<file path="src/hw/rtl/mfft_pkg.sv">
// Shared types, constants and register codes of the motor feedback frame tracker.
package mfft_pkg;

  localparam int MOTORS_PER_BUS = 6;
  localparam int BUS_COUNT      = 4;
  localparam int NUM_ENTRIES    = BUS_COUNT * MOTORS_PER_BUS;
  localparam int IDX_W          = $clog2(NUM_ENTRIES);
  localparam int TURN_W         = 32;
  localparam int COUNT_W        = 16;
  localparam int ENTRY_W        = TURN_W + COUNT_W;
  localparam int CFG_IDX_W      = 3;
  localparam int CFG_DATA_W     = 17;

  localparam logic [10:0] ID_BASE_RST   = 11'h140;
  localparam logic [7:0]  CODE_MA_RST   = 8'd146;
  localparam logic [7:0]  CODE_CUR_RST  = 8'd161;
  localparam logic [7:0]  CODE_VEL_RST  = 8'd162;
  localparam logic [16:0] CPT_RST       = 17'd65536;

  typedef enum logic [CFG_IDX_W-1:0] {
    CFG_ID_BASE         = 3'd0,
    CFG_CODE_MULTI      = 3'd1,
    CFG_CODE_CURRENT    = 3'd2,
    CFG_CODE_VELOCITY   = 3'd3,
    CFG_COUNTS_PER_TURN = 3'd4
  } cfg_idx_t;

  typedef enum logic [1:0] {
    ST_UPDATE    = 2'd0,
    ST_ANGLE     = 2'd1,
    ST_BAD_MOTOR = 2'd2,
    ST_OTHER     = 2'd3
  } status_t;

  typedef enum logic {
    S_IDLE = 1'b0,
    S_CALC = 1'b1
  } state_t;

  typedef struct packed {
    logic [10:0] id_base;
    logic [7:0]  code_ma;
    logic [7:0]  code_cur;
    logic [7:0]  code_vel;
    logic [16:0] counts_per_turn;
  } cfg_t;

  typedef struct packed {
    logic [1:0]       bus;
    logic [7:0]       motor;
    logic [IDX_W-1:0] idx;
    logic             bad;
    logic [63:0]      data;
  } item_t;

  typedef struct packed {
    logic [TURN_W-1:0]  turns;
    logic [COUNT_W-1:0] last_count;
  } entry_t;

  typedef struct packed {
    status_t     status;
    logic [1:0]  bus_out;
    logic [7:0]  motor_number;
    logic [7:0]  temperature;
    logic [15:0] phase_current;
    logic [15:0] rotor_speed;
    logic [15:0] encoder_count;
    logic [31:0] turns;
    logic [55:0] multi_angle_raw;
  } result_t;

endpackage

</file>
<file path="src/hw/rtl/mfft_ram.sv">
// Generic single-port-write, single-port-read RAM with registered read data.
module mfft_ram #(
  parameter int WIDTH = 8,
  parameter int DEPTH = 16
) (
  input  logic                     clk,
  input  logic                     we,
  input  logic [$clog2(DEPTH)-1:0] waddr,
  input  logic [WIDTH-1:0]         wdata,
  input  logic                     re,
  input  logic [$clog2(DEPTH)-1:0] raddr,
  output logic [WIDTH-1:0]         rdata
);

  logic [WIDTH-1:0] mem [DEPTH];

  always_ff @(posedge clk) begin
    if (we) begin
      mem[waddr] <= wdata;
    end
  end

  // Read data holds until the next read.
  always_ff @(posedge clk) begin
    if (re) begin
      rdata <= mem[raddr];
    end
  end

endmodule

</file>
<file path="src/hw/rtl/mfft_update.sv">
// Turn tracking and result formatting for one frame against its stored entry.
module mfft_update (
  input  mfft_pkg::item_t   item,
  input  mfft_pkg::cfg_t    cfg,
  input  mfft_pkg::entry_t  entry,
  output mfft_pkg::result_t res,
  output mfft_pkg::entry_t  wr_entry,
  output logic              wr_en
);
  import mfft_pkg::*;

  logic [7:0]         code;
  logic               is_ma;
  logic               is_tv;
  logic [15:0]        enc_bits;
  logic signed [17:0] diff;
  logic signed [17:0] half;
  logic [TURN_W-1:0]  turns_upd;

  always_comb begin
    code  = item.data[7:0];
    is_ma = (code == cfg.code_ma);
    is_tv = (code == cfg.code_cur) || (code == cfg.code_vel);
    enc_bits = item.data[63:48];
    diff = 18'(signed'(enc_bits)) - 18'(signed'(entry.last_count));
    half = signed'({2'b00, cfg.counts_per_turn[16:1]});

    // An upward jump past half a turn means the count wrapped backward.
    turns_upd = entry.turns;
    if (diff > half) begin
      turns_upd = entry.turns - TURN_W'(1);
    end else if (diff < -half) begin
      turns_upd = entry.turns + TURN_W'(1);
    end

    wr_en = !item.bad && is_tv;
    wr_entry.turns      = turns_upd;
    wr_entry.last_count = enc_bits;

    res = '0;
    res.bus_out      = item.bus;
    res.motor_number = item.motor;
    if (item.bad) begin
      res.status = ST_BAD_MOTOR;
    end else begin
      if (is_ma) begin
        res.multi_angle_raw = item.data[63:8];
      end
      if (is_tv) begin
        res.status        = ST_UPDATE;
        res.temperature   = item.data[15:8];
        res.phase_current = item.data[31:16];
        res.rotor_speed   = item.data[47:32];
        res.encoder_count = enc_bits;
        res.turns         = turns_upd;
      end else begin
        res.status = is_ma ? ST_ANGLE : ST_OTHER;
        res.turns  = entry.turns;
      end
    end
  end

endmodule

</file>
<file path="src/hw/rtl/motor_feedback_frame_tracker.sv">
// Top level of the motor feedback frame tracker: control, configuration and state memory.
// Each accepted item yields exactly one result item. Accepting an item reads the motor's
// entry (turn count and previous encoder count) from the state memory; the compute state
// then computes the result and writes the entry back. No new item is taken until the
// compute state is left. The result sits in an output register; the next item may be
// accepted while it waits, and its compute state is held until the output register is
// free. All entries read as zero after reset, with no clearing pass.
module motor_feedback_frame_tracker (
  input  logic        clk,
  input  logic        rst_n,
  input  logic        in_valid,
  output logic        in_ready,
  input  logic [1:0]  in_bus_index,
  input  logic [10:0] in_message_id,
  input  logic [63:0] in_frame_data,
  output logic        out_valid,
  input  logic        out_ready,
  output logic [1:0]  out_status,
  output logic [1:0]  out_bus_out,
  output logic [7:0]  out_motor_number,
  output logic signed [7:0]  out_temperature,
  output logic signed [15:0] out_phase_current,
  output logic signed [15:0] out_rotor_speed,
  output logic signed [15:0] out_encoder_count,
  output logic signed [31:0] out_turns,
  output logic signed [55:0] out_multi_angle_raw,
  input  logic        cfg_we,
  input  logic [mfft_pkg::CFG_IDX_W-1:0]  cfg_index,
  input  logic [mfft_pkg::CFG_DATA_W-1:0] cfg_wdata
);
  import mfft_pkg::*;

  state_t               state_r, state_nxt;
  cfg_t                 cfg_r;
  item_t                item_r, item_dec;
  logic                 rd_valid_r;
  logic [NUM_ENTRIES-1:0] valid_r;
  logic                 out_valid_r;
  result_t              res_r, res_calc;
  entry_t               entry_rd, wr_entry;
  logic [ENTRY_W-1:0]   ram_q;
  logic                 wr_en, ram_we;
  logic                 accept, proceed;
  logic [7:0]           idx_sum;
  logic [10:0]          id_diff;

  // Frame decode on the input side.
  always_comb begin
    id_diff        = in_message_id - cfg_r.id_base;
    item_dec.bus   = in_bus_index;
    item_dec.motor = id_diff[7:0];
    item_dec.data  = in_frame_data;
    item_dec.bad   = (item_dec.motor == 8'd0) ||
                     (item_dec.motor > 8'(MOTORS_PER_BUS)) ||
                     ({1'b0, in_bus_index} >= 3'(BUS_COUNT));
    idx_sum        = 8'(in_bus_index) * 8'(MOTORS_PER_BUS) + item_dec.motor - 8'd1;
    item_dec.idx   = idx_sum[IDX_W-1:0];
  end

  assign in_ready = (state_r == S_IDLE);
  assign accept   = in_valid && in_ready;
  assign proceed  = (state_r == S_CALC) && (!out_valid_r || out_ready);
  assign ram_we   = proceed && wr_en;

  always_comb begin
    state_nxt = state_r;
    unique case (state_r)
      S_IDLE: if (accept) state_nxt = S_CALC;
      S_CALC: if (proceed) state_nxt = S_IDLE;
      default: state_nxt = S_IDLE;
    endcase
  end

  always_ff @(posedge clk) begin
    if (!rst_n) begin
      state_r <= S_IDLE;
    end else begin
      state_r <= state_nxt;
    end
  end

  always_ff @(posedge clk) begin
    if (!rst_n) begin
      cfg_r.id_base         <= ID_BASE_RST;
      cfg_r.code_ma         <= CODE_MA_RST;
      cfg_r.code_cur        <= CODE_CUR_RST;
      cfg_r.code_vel        <= CODE_VEL_RST;
      cfg_r.counts_per_turn <= CPT_RST;
    end else if (cfg_we) begin
      unique case (cfg_index)
        CFG_ID_BASE:         cfg_r.id_base         <= cfg_wdata[10:0];
        CFG_CODE_MULTI:      cfg_r.code_ma         <= cfg_wdata[7:0];
        CFG_CODE_CURRENT:    cfg_r.code_cur        <= cfg_wdata[7:0];
        CFG_CODE_VELOCITY:   cfg_r.code_vel        <= cfg_wdata[7:0];
        CFG_COUNTS_PER_TURN: cfg_r.counts_per_turn <= cfg_wdata;
        default: ;
      endcase
    end
  end

  always_ff @(posedge clk) begin
    if (accept) begin
      item_r <= item_dec;
    end
  end

  // Entries never written since reset read as zero.
  always_ff @(posedge clk) begin
    if (!rst_n) begin
      valid_r    <= '0;
      rd_valid_r <= 1'b0;
    end else begin
      if (ram_we) begin
        valid_r[item_r.idx] <= 1'b1;
      end
      if (accept) begin
        rd_valid_r <= !item_dec.bad && valid_r[item_dec.idx];
      end
    end
  end

  mfft_ram #(
    .WIDTH(ENTRY_W),
    .DEPTH(NUM_ENTRIES)
  ) u_state_ram (
    .clk   (clk),
    .we    (ram_we),
    .waddr (item_r.idx),
    .wdata (wr_entry),
    .re    (accept),
    .raddr (item_dec.idx),
    .rdata (ram_q)
  );

  assign entry_rd = rd_valid_r ? entry_t'(ram_q) : '0;

  mfft_update u_update (
    .item     (item_r),
    .cfg      (cfg_r),
    .entry    (entry_rd),
    .res      (res_calc),
    .wr_entry (wr_entry),
    .wr_en    (wr_en)
  );

  always_ff @(posedge clk) begin
    if (!rst_n) begin
      out_valid_r <= 1'b0;
    end else if (proceed) begin
      out_valid_r <= 1'b1;
    end else if (out_ready) begin
      out_valid_r <= 1'b0;
    end
  end

  always_ff @(posedge clk) begin
    if (proceed) begin
      res_r <= res_calc;
    end
  end

  assign out_valid           = out_valid_r;
  assign out_status          = res_r.status;
  assign out_bus_out         = res_r.bus_out;
  assign out_motor_number    = res_r.motor_number;
  assign out_temperature     = res_r.temperature;
  assign out_phase_current   = res_r.phase_current;
  assign out_rotor_speed     = res_r.rotor_speed;
  assign out_encoder_count   = res_r.encoder_count;
  assign out_turns           = res_r.turns;
  assign out_multi_angle_raw = res_r.multi_angle_raw;

`ifndef SYNTHESIS
  a_accept_to_calc: assert property (@(posedge clk) disable iff (!rst_n)
    accept |=> (state_r == S_CALC))
    else $error("accepted item did not move to the compute cycle");

  a_write_only_good: assert property (@(posedge clk) disable iff (!rst_n)
    ram_we |-> (state_r == S_CALC) && !item_r.bad)
    else $error("state memory written outside a valid update");

  a_result_from_calc: assert property (@(posedge clk) disable iff (!rst_n)
    (state_r == S_CALC) && out_valid_r && !out_ready |=> (state_r == S_CALC))
    else $error("compute cycle left while output register was full");
`endif

endmodule

</file>
<file path="config.mk">
export PLATFORM = sky130hd
export DESIGN_NAME = motor_feedback_frame_tracker
export DESIGN_NICKNAME = d
export VERILOG_FILES = /design/src/hw/rtl/mfft_pkg.sv /design/src/hw/rtl/mfft_ram.sv /design/src/hw/rtl/mfft_update.sv /design/src/hw/rtl/motor_feedback_frame_tracker.sv
export SDC_FILE = /design/constraint.sdc
export NUM_CORES = 2
export LEC_CHECK = 0
export BUFFER_PORTS_ARGS = -buffer_cell sky130_fd_sc_hd__buf_2
export CORE_UTILIZATION = 55
export CTS_CLUSTER_SIZE = 14
export DETAILED_ROUTE_END_ITERATION = 6
export MAX_ROUTING_LAYER = met4
export PLACE_DENSITY = 0.75
export SETUP_SLACK_MARGIN = 0.2
export SYNTH_ARGS = -nofsm -noshare
export SYNTH_HDL_FRONTEND = slang
export SYNTH_SLANG_ARGS = --single-unit
</file>
<file path="constraint.sdc">
create_clock -name clk -period 8.7 [get_ports clk]
set_clock_uncertainty 0.05 [all_clocks]
set_input_delay 0.87 -clock clk [delete_from_list [all_inputs] [get_ports clk]]
set_output_delay 0.87 -clock clk [all_outputs]
set_load 0.02 [all_outputs]
</file>
==> metrics.md <==
| Metric | Value |
|---|---|
| Clk pin slew, worst setup/hold paths | 0.07 ns |
| Synth Register Bits | 1511 |
| GPL Wtd Cong | 0.8867 |
| Relative slew margins | 9.071% |
| Cells after Synth | 3368 |
| Die area | 0.1133 sq mm |
| Seq pwr share | 50.6% |
| Crit-path slowest cell | edfxtp_1 |
| CP cell instances | inv_1, ha_1, inv_1, fa_1, a211oi_1, nor3_1, or3_1, a21oi_1, inv_1, a31oi_1, o21bai_1, a21oi_1, xnor2_1, ha_1, nand3_1, nor4_1, inv_1, o311ai_0, a21oi_4, and2_2, buf_4, o31ai_1, mux2i_1, buf_4 |
| CP arrival | 7.83 ns |
| Unrepaired setup endpoints after global routing | no |
| Sequential share of the synthesized area | 72.49% |
| Post-synthesis cell type count | 75 |
| Max Fclk | 136.6 MHz |
| Root buffer cell | clkbuf_16 |
| Status | finished, final reports clean |
| GR Util met3 | 4.187% |
| Mapped Area | 0.06156 sq mm |
| Finished Layout Cells | 5305 |
| Post-route ant nets | 0 |
| Crit path max fanout | 50 |
| Maxcap violations | 0 |
| Post-DP HPWL | 78.48 mm |
| Clk pwr share | 35.9% |
| Final wirelength | 142.4 mm |
| Final setup viols | 0 |
| PortBufs | 256 |
| Clk_lat worst skew | 0.77 ns |
| Worst vdd ir | 234.3 uV |
| # IOs | 260 |
| Int Pwr | 12.70 mW |
| Std-Cell Core Area | 0.1108 sq mm |
| Syn Nets | 3535 |
| Most Crowded Layer GR | met2 |
| Worst path max stage delay | 0.72 ns |
| CP Launch Type | flip-flop |
| Crit path required time | 9.21 ns |
| Hold WC Path Type | input port to flip-flop |
| Total GRT Usage | 26.02% |
| Synth Flop Type | edfxtp_1 |
| Placed cell areas | 0.06513 sq mm |
| CTS Sinks | 1511 |
| Post-CTS Hold Buffers | 0 |
| Detailed Route Iter0 Violations | 3907 |
| Worst slew pin tran | 1.361 ns |
| Period utilization | 84.13% |
| Die height | 336.6 um |
| H-tree depth | 4 |
| M2 GR Usage | 39.79% |
| Most common cell on crit path | inv_1 |
| TritonCTS clock tree | done |
| Drt pass-1 iters | 6 |
| Psw | 4.293 mW |
| Pin count of the biggest net entering global routing | 97 |
| Sw Share | 25.26% |
| Final min period | 7.319 ns |
| Placed cell count | 5031 |
| Die W | 336.6 um |
| Wire per inst | 26.85 um |
| First-pass GRT wire length | 207.9 mm |
| Initial antenna violation count | 4 |
| Vias | 33.28k |
| Crit. End Element | flip-flop |
| Post-synth EDFFs | 1436 |
| Final instance area | 0.06973 sq mm |
| Vias/cell | 6.273 |
| Slew Limit Fails | 0 |
| Fraction of layout cells with a size suffix above 1 | 26.11% |
| FP Rows | 122 |
| Vias in the first global route | 32.47k |
| Grt ovf | 0 |
| Drc violations | 0 |
| Warnings, synthesis | 0 |
| Cts bufs inserted | 149 |
| Power density over the cells | 243.7 mW/mm^2 |
| Setup CP Type | flip-flop to flip-flop |
| Setup TNS | 0 ns |
| Setup Fix Bufs, Post-CTS | 0 |
| Final hold slack | 0.2337 ns |
| Fillcell total | 7502 |
| Syn_area_per_cell | 18.28 sq um |
| Synth-to-Final Area Change | 13.27% |
| M1 GR Usage | 36.39% |
| Comb power frac | 13.5% |
| NumNets Final | 3862 |
| Ys async rst share | 0% |
| Post_cts resized | 0 |
| Initial Utilization | 55.55% |
| Clk buf depth | 3 |
| Final hold violation count | 0 |
| Leakage power | 22.84 nW |
layout make-up:
class	count	area, sq um	share of cell area, %
Multi-Input combinational cell	1605	16270	23.33
Sequential cell	1511	44630	64.00
Timing Repair Buffer	358	2110	3.025
Clock inverter	79	641.9	0.9206
Clock buffer	191	3939	5.649
Antenna cell	3	7.507	0.01077
Inverter	70	272.8	0.3912
Tap cell	1488	1862	2.670
final timing paths:
| check | start | to | slack (ns) | cells after the start |
|---|---|---|---|---|
| hold / removal | in_frame_data[20] | item_r[20]$_DFFE_PP_ | 0.23 | 1 |
| hold reg to reg | item_r[77]$_DFFE_PP_ | out_motor_number[7]$_DFFE_PP_ | 0.37 | 0 |
| setup reg to reg | item_r[48]$_DFFE_PP_ | u_state_ram.mem[21][20]$_DFFE_PP_ | 1.38 | 24 |
| setup / recovery | item_r[48]$_DFFE_PP_ | u_state_ram.mem[21][20]$_DFFE_PP_ | 1.38 | 24 |
metrics by stage:
stage	util, %	power (mW)	setup WS, ns
2_1_floorplan	-	10.26	0.4552
3_3_place_gp	58.77	10.99	1.564
3_5_place_dp	58.77	11.03	1.443
4_1_cts	62.90	17.08	1.402
5_1_grt	62.91	17.53	0.9423
6_report	62.92	16.99	1.381
flip-flops by register name, indices dropped and copies added, names as in the netlist, 8 cells and up:
signal               cells
u_state_ram.mem       1152
item_r                  80
out_temperature          8
out_rotor_speed         16
valid_r                 24
out_phase_current       16
u_state_ram.rdata       48
out_multi_angle_raw     56
out_motor_number         8
out_turns               32
cfg_r                   48
out_encoder_count       16
synthesized netlist by cell type, types with 4 or more instances:
library cell / instances / area (sq um)
edfxtp_1: 1436 / 43120
mux4_2: 343 / 7725
nand2_1: 235 / 882.1
clkbuf_1: 134 / 503.0
and2_1: 125 / 782.0
nor2_1: 116 / 435.4
o21ai_0: 84 / 420.4
dfxtp_1: 75 / 1501
xnor2_1: 73 / 639.4
inv_1: 70 / 262.8
a21oi_1: 69 / 345.3
ha_1: 62 / 775.7
nand3_1: 57 / 285.3
mux2i_1: 51 / 510.5
nand4_1: 44 / 275.3
a21boi_0: 39 / 292.8
buf_1: 38 / 142.6
o21a_1: 29 / 217.7
o31ai_1: 27 / 202.7
and3_1: 22 / 137.6
mux2_2: 22 / 247.7
or3_1: 21 / 131.4
nand2b_1: 12 / 75.07
o41ai_2: 11 / 178.9
xor2_1: 11 / 96.34
a211oi_1: 10 / 75.07
nor3_1: 9 / 45.04
nor4_1: 9 / 56.30
o211ai_1: 9 / 67.56
a31oi_1: 8 / 50.05
or4_1: 8 / 60.06
nand3b_1: 7 / 52.55
a21o_1: 6 / 45.04
buf_2: 5 / 25.02
o311ai_0: 5 / 43.79
o31a_1: 5 / 43.79
o32ai_1: 5 / 43.79
o31ai_2: 4 / 50.05
o41a_1: 4 / 45.04
o41ai_1: 4 / 35.03
or2_2: 4 / 25.02
placed cells by master (no fill, tap or decap), types with 22 or more instances in the layout:
cell type / instances
edfxtp_1: 1436
mux4_2: 343
buf_2: 256
nand2_1: 235
clkbuf_16: 150
and2_1: 124
buf_4: 97
nor2_1: 91
o21ai_0: 83
dfxtp_1: 74
xnor2_1: 73
inv_1: 68
a21oi_1: 68
ha_1: 60
nand3_1: 57
mux2i_1: 51
nand4_1: 44
a21boi_0: 39
clkbuf_1: 37
clkinv_1: 30
o21a_1: 29
o31ai_1: 27
nor2_4: 25
clkinv_2: 24
and3_1: 22
mux2_2: 22
cell families after synthesis:
family	share of synthesized area, %
DFF	72.49
and+or+nand+nor	5.451
muxes	13.84
AOI/OAI and AO/OA	3.955
buffers and inverters	1.591
xor gates and xnor gates	1.305
adders and majority gates	1.374
per-layer routing:
layer	vias to the layer above	routed length, um
met5	-	0
met4	0	3903
met3	290	13460
met2	1811	67620
met1	17060	57460
li1	14119	-
critical path, delay by kind of cell (launching register included):
| kind | cells | cell delay, ns |
|---|---|---|
| mux | 1 | 0.23 |
| simple gates | 5 | 1.61 |
| fa+ha+maj | 3 | 0.98 |
| compound gates | 8 | 2.19 |
| xor+xnor | 1 | 0.14 |
| buf+inv | 6 | 1.12 |
| flops | 1 | 0.72 |
power by group through the flow:
stage	Combinational [mW]	Clock [mW]	Sequential [mW]
finish	2.30	6.10	8.60
global placement	2.25	0	8.74
global route	2.48	6.44	8.61
detailed placement	2.29	0	8.74
CTS	2.31	6.18	8.59
floorplan	1.50	0	8.76
No activity file was read; power rests on OpenSTA's default activity.
